`config.mk`:
```
export PLATFORM = sky130hd
export DESIGN_NAME = slot_table_alloc_find_flat
export DESIGN_NICKNAME = d
export VERILOG_FILES = /design/src/rtl/sta_pkg.sv /design/src/rtl/sta_chan_if.sv /design/src/rtl/sta_store.sv /design/src/rtl/sta_ctrl.sv /design/src/rtl/slot_table_alloc_find.sv /design/src/flat_wrapper.sv
export SDC_FILE = /design/constraint.sdc
export NUM_CORES = 1
export LEC_CHECK = 0
export ABC_AREA = 1
export BUFFER_PORTS_ARGS = -buffer_cell sky130_fd_sc_hd__buf_2
export CELL_PAD_IN_SITES_DETAIL_PLACEMENT = 1
export CELL_PAD_IN_SITES_GLOBAL_PLACEMENT = 1
export CORE_AREA = 2 2 217 305
export CTS_CLUSTER_SIZE = 30
export DETAILED_ROUTE_END_ITERATION = 8
export DIE_AREA = 0 0 219 307
export MAX_ROUTING_LAYER = met4
export PLACE_DENSITY = 0.73
export RECOVER_POWER = 50
export SETUP_SLACK_MARGIN = 0.1
export SYNTH_ARGS = -nofsm -noshare
export SYNTH_HDL_FRONTEND = slang
export SYNTH_HIERARCHICAL = 1
export SYNTH_SLANG_ARGS = --single-unit
```
`constraint.sdc`:
```
create_clock -name clk -period 5.6 [get_ports clk]
set_clock_uncertainty 0.05 [all_clocks]
set_input_delay 1.12 -clock clk [delete_from_list [all_inputs] [get_ports clk]]
set_output_delay 1.12 -clock clk [all_outputs]
set_load 0.005 [all_outputs]
```
`src/rtl/sta_pkg.sv`:
```
package sta_pkg;

  // Request codes carried in the req_type field.
  typedef enum logic [1:0] {
    REQ_ALLOC = 2'd0,
    REQ_FIND  = 2'd1,
    REQ_CLEAR = 2'd2
  } req_code_t;

  // Sequencer states.
  typedef enum logic [1:0] {
    ST_IDLE = 2'd0,
    ST_SCAN = 2'd1,
    ST_DONE = 2'd2
  } state_t;

  // A part number of all ones matches every part on a find.
  localparam logic [7:0] ANY_PART = 8'hFF;

  // Widths of the result fields.
  localparam int unsigned SLOT_IDX_W = 5;
  localparam int unsigned MARK_W     = 6;

  // Request beat.
  typedef struct packed {
    logic [1:0] req_type;
    logic [7:0] obj_type;
    logic [7:0] obj_part;
  } in_beat_t;

  // Result beat.
  typedef struct packed {
    logic                  hit;
    logic [SLOT_IDX_W-1:0] slot_index;
    logic [MARK_W-1:0]     high_water;
  } out_beat_t;

  // Commands from the sequencer to the slot store.
  typedef struct packed {
    logic rd_en;
    logic claim;
    logic free;
  } store_cmd_t;

endpackage

```
`src/rtl/sta_chan_if.sv`:
```
interface sta_chan_if #(
  parameter type beat_t = sta_pkg::in_beat_t
);
  logic  valid;
  logic  ready;
  beat_t data;

  modport source (output valid, output data, input ready);
  modport sink (input valid, input data, output ready);
endinterface

```
`src/rtl/sta_store.sv`:
```
module sta_store #(
  parameter int unsigned NUM_SLOTS = 32,
  parameter int unsigned IW        = 5
) (
  input  logic                clk,
  input  logic                rst_n,
  input  sta_pkg::store_cmd_t cmd,
  input  logic [IW-1:0]       rd_addr,
  input  logic [IW-1:0]       wr_addr,
  input  logic [7:0]          wr_type,
  input  logic [7:0]          wr_part,
  output logic                rd_occ,
  output logic [7:0]          rd_type,
  output logic [7:0]          rd_part
);

  logic [NUM_SLOTS-1:0] occ_r;
  logic [7:0]           type_mem [NUM_SLOTS];
  logic [7:0]           part_mem [NUM_SLOTS];
  logic                 rd_occ_r;
  logic [7:0]           rd_type_r;
  logic [7:0]           rd_part_r;

  // Occupied flags: cleared by reset, set on a claim, cleared on a free.
  always_ff @(posedge clk) begin
    if (!rst_n) begin
      occ_r <= '0;
    end else if (cmd.claim) begin
      occ_r[wr_addr] <= 1'b1;
    end else if (cmd.free) begin
      occ_r[wr_addr] <= 1'b0;
    end
  end

  // Type and part memory, written on a claim.
  always_ff @(posedge clk) begin
    if (cmd.claim) begin
      type_mem[wr_addr] <= wr_type;
      part_mem[wr_addr] <= wr_part;
    end
  end

  // Registered read port shared by every scan.
  always_ff @(posedge clk) begin
    if (cmd.rd_en) begin
      rd_occ_r  <= occ_r[rd_addr];
      rd_type_r <= type_mem[rd_addr];
      rd_part_r <= part_mem[rd_addr];
    end
  end

  assign rd_occ  = rd_occ_r;
  assign rd_type = rd_type_r;
  assign rd_part = rd_part_r;

endmodule

```
`src/rtl/sta_ctrl.sv`:
```
module sta_ctrl #(
  parameter int unsigned NUM_SLOTS = 32,
  parameter int unsigned IW        = 5
) (
  input  logic                 clk,
  input  logic                 rst_n,
  input  logic                 in_valid,
  input  sta_pkg::in_beat_t    in_beat,
  output logic                 in_ready,
  output logic                 res_valid,
  input  logic                 res_ready,
  output sta_pkg::out_beat_t   res,
  output sta_pkg::store_cmd_t  cmd,
  output logic [IW-1:0]        rd_addr,
  output logic [IW-1:0]        wr_addr,
  output logic [7:0]           wr_type,
  output logic [7:0]           wr_part,
  input  logic                 rd_occ,
  input  logic [7:0]           rd_type,
  input  logic [7:0]           rd_part
);

  localparam logic [IW:0]   CNT_END  = (IW+1)'(NUM_SLOTS);
  localparam logic [IW-1:0] LAST_IDX = IW'(NUM_SLOTS - 1);

  sta_pkg::state_t          state_r, state_nxt;
  logic [IW:0]              cnt_r, cnt_nxt;
  logic                     vld_r, vld_nxt;
  logic [IW-1:0]            idx_r, idx_nxt;
  logic [1:0]               req_r, req_nxt;
  logic [7:0]               type_r, type_nxt;
  logic [7:0]               part_r, part_nxt;
  logic                     hit_r, hit_nxt;
  logic [IW-1:0]            hidx_r, hidx_nxt;
  logic [sta_pkg::MARK_W-1:0] mark_r, mark_nxt;
  logic                     match;
  logic                     last;
  logic                     issue;
  logic                     claim;
  logic                     scan_end;

  // Slot check on the entry read in the previous cycle.
  always_comb begin
    match = 1'b0;
    if (vld_r) begin
      case (req_r)
        sta_pkg::REQ_ALLOC: match = !rd_occ;
        sta_pkg::REQ_FIND:  match = rd_occ && (rd_type == type_r) &&
                                    ((part_r == sta_pkg::ANY_PART) || (rd_part == part_r));
        default:            match = 1'b0;
      endcase
    end
  end

  assign last     = vld_r && (idx_r == LAST_IDX);
  assign scan_end = match || last;
  assign issue    = (state_r == sta_pkg::ST_SCAN) && (cnt_r < CNT_END) && !match;
  assign claim    = (state_r == sta_pkg::ST_SCAN) && match &&
                    (req_r == sta_pkg::REQ_ALLOC);

  // Next state.
  always_comb begin
    state_nxt = state_r;
    case (state_r)
      sta_pkg::ST_IDLE: if (in_valid) state_nxt = sta_pkg::ST_SCAN;
      sta_pkg::ST_SCAN: if (scan_end) state_nxt = sta_pkg::ST_DONE;
      sta_pkg::ST_DONE: if (res_ready) state_nxt = sta_pkg::ST_IDLE;
      default:          state_nxt = sta_pkg::ST_IDLE;
    endcase
  end

  // Handshake and store commands.
  always_comb begin
    in_ready  = (state_r == sta_pkg::ST_IDLE);
    res_valid = (state_r == sta_pkg::ST_DONE);
    cmd.rd_en = issue;
    cmd.claim = claim;
    cmd.free  = (state_r == sta_pkg::ST_SCAN) && vld_r &&
                (req_r == sta_pkg::REQ_CLEAR) &&
                (sta_pkg::MARK_W'(idx_r) < mark_r);
  end

  assign rd_addr = cnt_r[IW-1:0];
  assign wr_addr = idx_r;
  assign wr_type = type_r;
  assign wr_part = part_r;

  // Scan counter, request latch and result capture.
  always_comb begin
    cnt_nxt  = cnt_r;
    vld_nxt  = vld_r;
    idx_nxt  = idx_r;
    req_nxt  = req_r;
    type_nxt = type_r;
    part_nxt = part_r;
    hit_nxt  = hit_r;
    hidx_nxt = hidx_r;
    mark_nxt = mark_r;
    if ((state_r == sta_pkg::ST_IDLE) && in_valid) begin
      cnt_nxt  = '0;
      vld_nxt  = 1'b0;
      req_nxt  = in_beat.req_type;
      type_nxt = in_beat.obj_type;
      part_nxt = in_beat.obj_part;
    end else if (state_r == sta_pkg::ST_SCAN) begin
      cnt_nxt = issue ? cnt_r + 1'b1 : cnt_r;
      vld_nxt = issue;
      idx_nxt = cnt_r[IW-1:0];
      if (scan_end) begin
        hit_nxt  = match;
        hidx_nxt = idx_r;
      end
      // The mark tracks the highest claimed slot plus one.
      if (claim && (sta_pkg::MARK_W'(idx_r) >= mark_r)) begin
        mark_nxt = sta_pkg::MARK_W'(idx_r) + 1'b1;
      end
    end
  end

  always_ff @(posedge clk) begin
    if (!rst_n) begin
      state_r <= sta_pkg::ST_IDLE;
      cnt_r   <= '0;
      vld_r   <= 1'b0;
      mark_r  <= '0;
    end else begin
      state_r <= state_nxt;
      cnt_r   <= cnt_nxt;
      vld_r   <= vld_nxt;
      mark_r  <= mark_nxt;
    end
  end

  always_ff @(posedge clk) begin
    idx_r  <= idx_nxt;
    req_r  <= req_nxt;
    type_r <= type_nxt;
    part_r <= part_nxt;
    hit_r  <= hit_nxt;
    hidx_r <= hidx_nxt;
  end

  // Result beat: the index shows only on a hit.
  assign res.hit        = hit_r;
  assign res.slot_index = hit_r ? sta_pkg::SLOT_IDX_W'(hidx_r) : '0;
  assign res.high_water = mark_r;

endmodule

```
`src/rtl/slot_table_alloc_find.sv`:
```
// Channel   Dir  Modport  Beat
// in_chan   in   sink     req_type, obj_type, obj_part
// out_chan  out  source   hit, slot_index, high_water
//
// Each request scans the slots one per cycle through a single registered read port
// and one compare unit; an allocate or find stops at the first matching slot, and
// clear always walks every slot.
// The block takes one request at a time; the next is accepted once the result sits
// in the output register, which holds it until the sink takes it.
// Synchronous active-low reset frees every slot and zeroes the high-water mark.
module slot_table_alloc_find #(
  parameter int unsigned NUM_SLOTS = 32
) (
  input logic       clk,
  input logic       rst_n,
  sta_chan_if.sink   in_chan,
  sta_chan_if.source out_chan
);

  localparam int unsigned IW = (NUM_SLOTS > 1) ? $clog2(NUM_SLOTS) : 1;

  sta_pkg::store_cmd_t cmd;
  sta_pkg::out_beat_t  res;
  logic                res_valid;
  logic                res_ready;
  logic [IW-1:0]       rd_addr;
  logic [IW-1:0]       wr_addr;
  logic [7:0]          wr_type;
  logic [7:0]          wr_part;
  logic                rd_occ;
  logic [7:0]          rd_type;
  logic [7:0]          rd_part;
  logic                out_valid_r;
  sta_pkg::out_beat_t  out_beat_r;

  sta_ctrl #(
    .NUM_SLOTS (NUM_SLOTS),
    .IW        (IW)
  ) u_ctrl (
    .clk       (clk),
    .rst_n     (rst_n),
    .in_valid  (in_chan.valid),
    .in_beat   (in_chan.data),
    .in_ready  (in_chan.ready),
    .res_valid (res_valid),
    .res_ready (res_ready),
    .res       (res),
    .cmd       (cmd),
    .rd_addr   (rd_addr),
    .wr_addr   (wr_addr),
    .wr_type   (wr_type),
    .wr_part   (wr_part),
    .rd_occ    (rd_occ),
    .rd_type   (rd_type),
    .rd_part   (rd_part)
  );

  sta_store #(
    .NUM_SLOTS (NUM_SLOTS),
    .IW        (IW)
  ) u_store (
    .clk     (clk),
    .rst_n   (rst_n),
    .cmd     (cmd),
    .rd_addr (rd_addr),
    .wr_addr (wr_addr),
    .wr_type (wr_type),
    .wr_part (wr_part),
    .rd_occ  (rd_occ),
    .rd_type (rd_type),
    .rd_part (rd_part)
  );

  // Output register: loads a finished result whenever it is empty or being drained.
  assign res_ready = !out_valid_r || out_chan.ready;

  always_ff @(posedge clk) begin
    if (!rst_n) begin
      out_valid_r <= 1'b0;
    end else if (res_ready) begin
      out_valid_r <= res_valid;
    end
  end

  always_ff @(posedge clk) begin
    if (res_ready && res_valid) begin
      out_beat_r <= res;
    end
  end

  assign out_chan.valid = out_valid_r;
  assign out_chan.data  = out_beat_r;

`ifndef SYNTHESIS
  // A hit names a slot that exists.
  a_hit_in_range: assert property (@(posedge clk) disable iff (!rst_n)
    (out_chan.valid && out_chan.data.hit) |->
      (sta_pkg::MARK_W'(out_chan.data.slot_index) < NUM_SLOTS || NUM_SLOTS > 32))
    else $error("hit reports a slot beyond the table");

  // A miss reports slot zero.
  a_miss_zero: assert property (@(posedge clk) disable iff (!rst_n)
    (out_chan.valid && !out_chan.data.hit) |-> (out_chan.data.slot_index == '0))
    else $error("miss with nonzero slot index");

  // The high-water mark never passes the table size.
  a_mark_bound: assert property (@(posedge clk) disable iff (!rst_n)
    out_chan.valid |-> (out_chan.data.high_water <= NUM_SLOTS))
    else $error("high-water mark beyond table size");

  // After accepting a request the block is busy scanning.
  a_busy_after_accept: assert property (@(posedge clk) disable iff (!rst_n)
    (in_chan.valid && in_chan.ready) |=> !in_chan.ready)
    else $error("request accepted while a scan is starting");
`endif

endmodule

```
`src/flat_wrapper.sv`:
```
// flat-port wrapper written by rule: the top's interface ports become plain ports
module slot_table_alloc_find_flat 
#(
  parameter int unsigned NUM_SLOTS = 32
)
  (clk, rst_n, in_chan_valid, in_chan_data, in_chan_ready, out_chan_valid, out_chan_data, out_chan_ready);
  sta_chan_if #(.beat_t(sta_pkg::in_beat_t)) in_chan_i ();
  sta_chan_if #(.beat_t(sta_pkg::out_beat_t)) out_chan_i ();
  input logic clk;
  input logic rst_n;
  input wire logic [$bits(in_chan_i.valid)-1:0] in_chan_valid;
  input wire logic [$bits(in_chan_i.data)-1:0] in_chan_data;
  output wire logic [$bits(in_chan_i.ready)-1:0] in_chan_ready;
  output wire logic [$bits(out_chan_i.valid)-1:0] out_chan_valid;
  output wire logic [$bits(out_chan_i.data)-1:0] out_chan_data;
  input wire logic [$bits(out_chan_i.ready)-1:0] out_chan_ready;
  assign in_chan_i.valid = in_chan_valid;
  assign in_chan_i.data = in_chan_data;
  assign in_chan_ready = in_chan_i.ready;
  assign out_chan_valid = out_chan_i.valid;
  assign out_chan_data = out_chan_i.data;
  assign out_chan_i.ready = out_chan_ready;
  slot_table_alloc_find #(.NUM_SLOTS(NUM_SLOTS)) u_core (.clk(clk), .rst_n(rst_n), .in_chan(in_chan_i), .out_chan(out_chan_i));
endmodule
```
==> metrics.md <==
| Metric | Value |
|---|---|
| Final setup viols | `0` |
| DIE HEIGHT | `307 µm` |
| Max_cap viols | `12` |
| Hold_ws | `0.384 ns` |
| Clk_lat worst skew | `0.60 ns` |
| Post-synthesis register bit count | `618` |
| Detailed Route Iter0 Violations | `1477` |
| Syn_nets | `2371` |
| Worst slew margin | `-60.2%` |
| # diodes | `0` |
| Final hold vios | `0` |
| Syn Area/Cell | `10.9 µm²` |
| Startpoint type of the worst setup path | `flop` |
| Pleak | `10.4 nW` |
| Synthesized cell area | `25600 µm²` |
| PostCTS Resize Cnt | `0` |
| Critical setup path kind | `reg2reg` |
| IO Count | `36` |
| Port Buffers | `35` |
| RSZ-0062 raised after global routing | `false` |
| Total iterations of the first detailed-routing run | `5` |
| P per Cell Area | `337 nW/µm²` |
| GRT overflow | `0` |
| Die area | `67200 µm²` |
| Synth cell types | `34` |
| WL met2 | `40000 µm` |
| Post-CTS Hold Fix Bufs | `0` |
| Fill cell count | `7126` |
| CTS root buffer | `clkbuf_16` |
| Max clock buf depth | `3` |
| TritonCTS Buffers | `55` |
| Max Fanout on Critical Path | `40` |
| Worst hold-check path type | `reg2reg` |
| Post-synthesis async set-or-reset flop share | `0%` |
| F_max | `228 MHz` |
| Tcrit/Tclk final | `78.2%` |
| Worst setup EP type | `flop` |
| VDD IR max | `0.000292 V` |
| HPWL Detailed | `48200 µm` |
| Most frequent cells in the layout | `nand2_1, edfxtp_1, nand3_1, inv_1, clkbuf_16` |
| Vias in the first global route | `18600` |
| Gpl congestion | `0.899` |
| Clock-pin slew on the worst setup and hold paths | `0.07 ns` |
| DRC | `0` |
| Share of cells above drive strength 1 | `5.88%` |
| Max-slew violation count | `388` |
| Mapped Cells | `2341` |
| Die width | `219 µm` |
| Via count | `17600` |
| Sequential area share after synthesis | `70.6%` |
| Total Wirelength | `76700 µm` |
| Postcts setup bufs | `0` |
| Initial Utilization | `39.6%` |
| Worst slew pin tran | `2.40 ns` |
| Nets | `2366` |
| Sinks on the clock net | `618` |
| Routed len/inst | `23.8 µm` |
| Failing checks | `max-capacitance violations, max-slew violations` |
| CORE AREA | `64700 µm²` |
| Status | `complete, but fails checks` |
| First-pass GRT wire length | `116000 µm` |
| Ys Warns | `6` |
| Post-route minimum period | `4.38 ns` |
| Register area | `18100 µm²` |
| Post-route ant nets | `0` |
| Core Util, Final | `43.5%` |
| Met3 WL | `2690 µm` |
| Number of synthesized flops with an enable pin | `570` |
| H-tree levels | `2` |
| Req. time, crit path | `5.89 ns` |
| Commonest non-fill, non-tap cell in the layout | `nand2_1` |
| Top layer in use | `met4` |
| Largest net degree at the start of global routing | `152` |
| Row Count | `111` |
| Overall Global Routing Usage | `23.8%` |
| Fin Setup TNS | `0 ns` |
| Area growth syn-to-layout | `10.0%` |
| Multi-input logic area | `6470 µm²` |
| Met1 wire length | `29500 µm` |
| Via/cell ratio | `5.45` |
| Initial antenna violation count | `1` |
| CTS tree | `built` |
| Total power | `9.50 mW` |
| Worst EP arrival | `4.67 ns` |
| Top FF cell, synth | `edfxtp_1` |
==> synthesized netlist by cell type (8+ instances only) <==
cell | n | area share [%]
ha_1 | 8 | 0.39
edfxtp_1 | 570 | 67
clkbuf_1 | 30 | 0.44
buf_4 | 20 | 0.59
a21oi_1 | 42 | 0.82
inv_1 | 91 | 1.3
buf_2 | 67 | 1.3
buf_1 | 13 | 0.19
nand3_1 | 457 | 8.9
dfxtp_1 | 48 | 3.8
nor2_1 | 46 | 0.67
inv_2 | 8 | 0.12
nand2_1 | 891 | 13
==> stage by stage <==
step	cells	worst slack [ns]	area, µm²
floorplan	2341	2.63	25600
global placement	3126	2.11	26500
detailed placement	3126	1.89	26500
CTS	3229	1.89	28300
global route	3229	0.912	28200
finish	3229	1.22	28200
==> sequential cells by signal (all words and copies together) (netlist names), 2 cells and up, named ones only <==
register	flops
u_core/u_ctrl/wr_type	8
u_core/u_ctrl/hidx_r	5
u_core/u_store/rd_type	8
u_core/u_ctrl/mark_r	6
u_core/u_ctrl/cnt_r	6
u_core/u_store/part_mem	256
u_core/u_ctrl/wr_addr	5
u_core/out_chan.data	12
u_core/u_ctrl/req_r	2
u_core/u_store/type_mem	256
u_core/u_ctrl/wr_part	8
u_core/u_ctrl/state_r	2
u_core/u_store/rd_part	8
==> area by class of cell <==
type | instances | share of cell area [%]
Clock buffer | 74 | 5.47
Tap cell | 847 | 3.76
Sequential cell | 618 | 64.2
Timing Repair Buffer | 71 | 1.37
Inverter | 102 | 1.39
Clock inverter | 29 | 0.861
Multi-Input combinational cell | 1488 | 23.0
==> final timing paths <==
path | startpoint | end | slack, ns | cells after the start
setup / recovery | u_core/u_ctrl/cnt_r[3] | u_core/u_store/rd_type[5] | 1.22 | 6
hold / removal | u_core/u_ctrl/mark_r[4] | u_core/out_chan.data[4] | 0.38 | 0
setup reg to reg | u_core/u_ctrl/cnt_r[3] | u_core/u_store/rd_type[5] | 1.22 | 6
hold reg to reg | u_core/u_ctrl/mark_r[4] | u_core/out_chan.data[4] | 0.38 | 0
==> layer usage <==
metal	GRT usage, %	up-vias
li1	-	7971
met1	26.7	8976
met2	41.9	470
met3	2.11	171
met4	12.3	0
met5	-	-
==> report_power, final <==
part / switching [mW] / internal, mW / leakage [nW] / total [mW]
registers: 0.0417 / 5.07 / 5.53 / 5.12
logic: 0.481 / 0.128 / 4.01 / 0.608
clock network: 1.67 / 2.11 / 0.865 / 3.78
total: 2.19 / 7.31 / 10.4 / 9.50
==> worst max-delay path, stage by stage, from the launching register on <==
cell and delay [ns]:
dfxtp_2 0.32, clkbuf_1 1.31, clkinv_1 1.54, nand2_1 0.46, nand2_1 0.18, nand2_1 0.13
nand2_1 0.09
==> kinds of logic (layout without fill, tap and decap cells) <==
kind of cell             count (synthesis)  in the layout  share of synthesized area, %
XOR/XNOR                                11             11                         0.376
flip-flops                             618            618                          70.6
AO/OA/AOI/OAI                           52             52                          1.12
AND/OR/NAND/NOR                       1417           1417                          23.4
buffers and inverters                  235            276                          4.15
adder cells (fa/ha/maj)                  8              8                         0.391
Power figures use the tool's default switching activity.
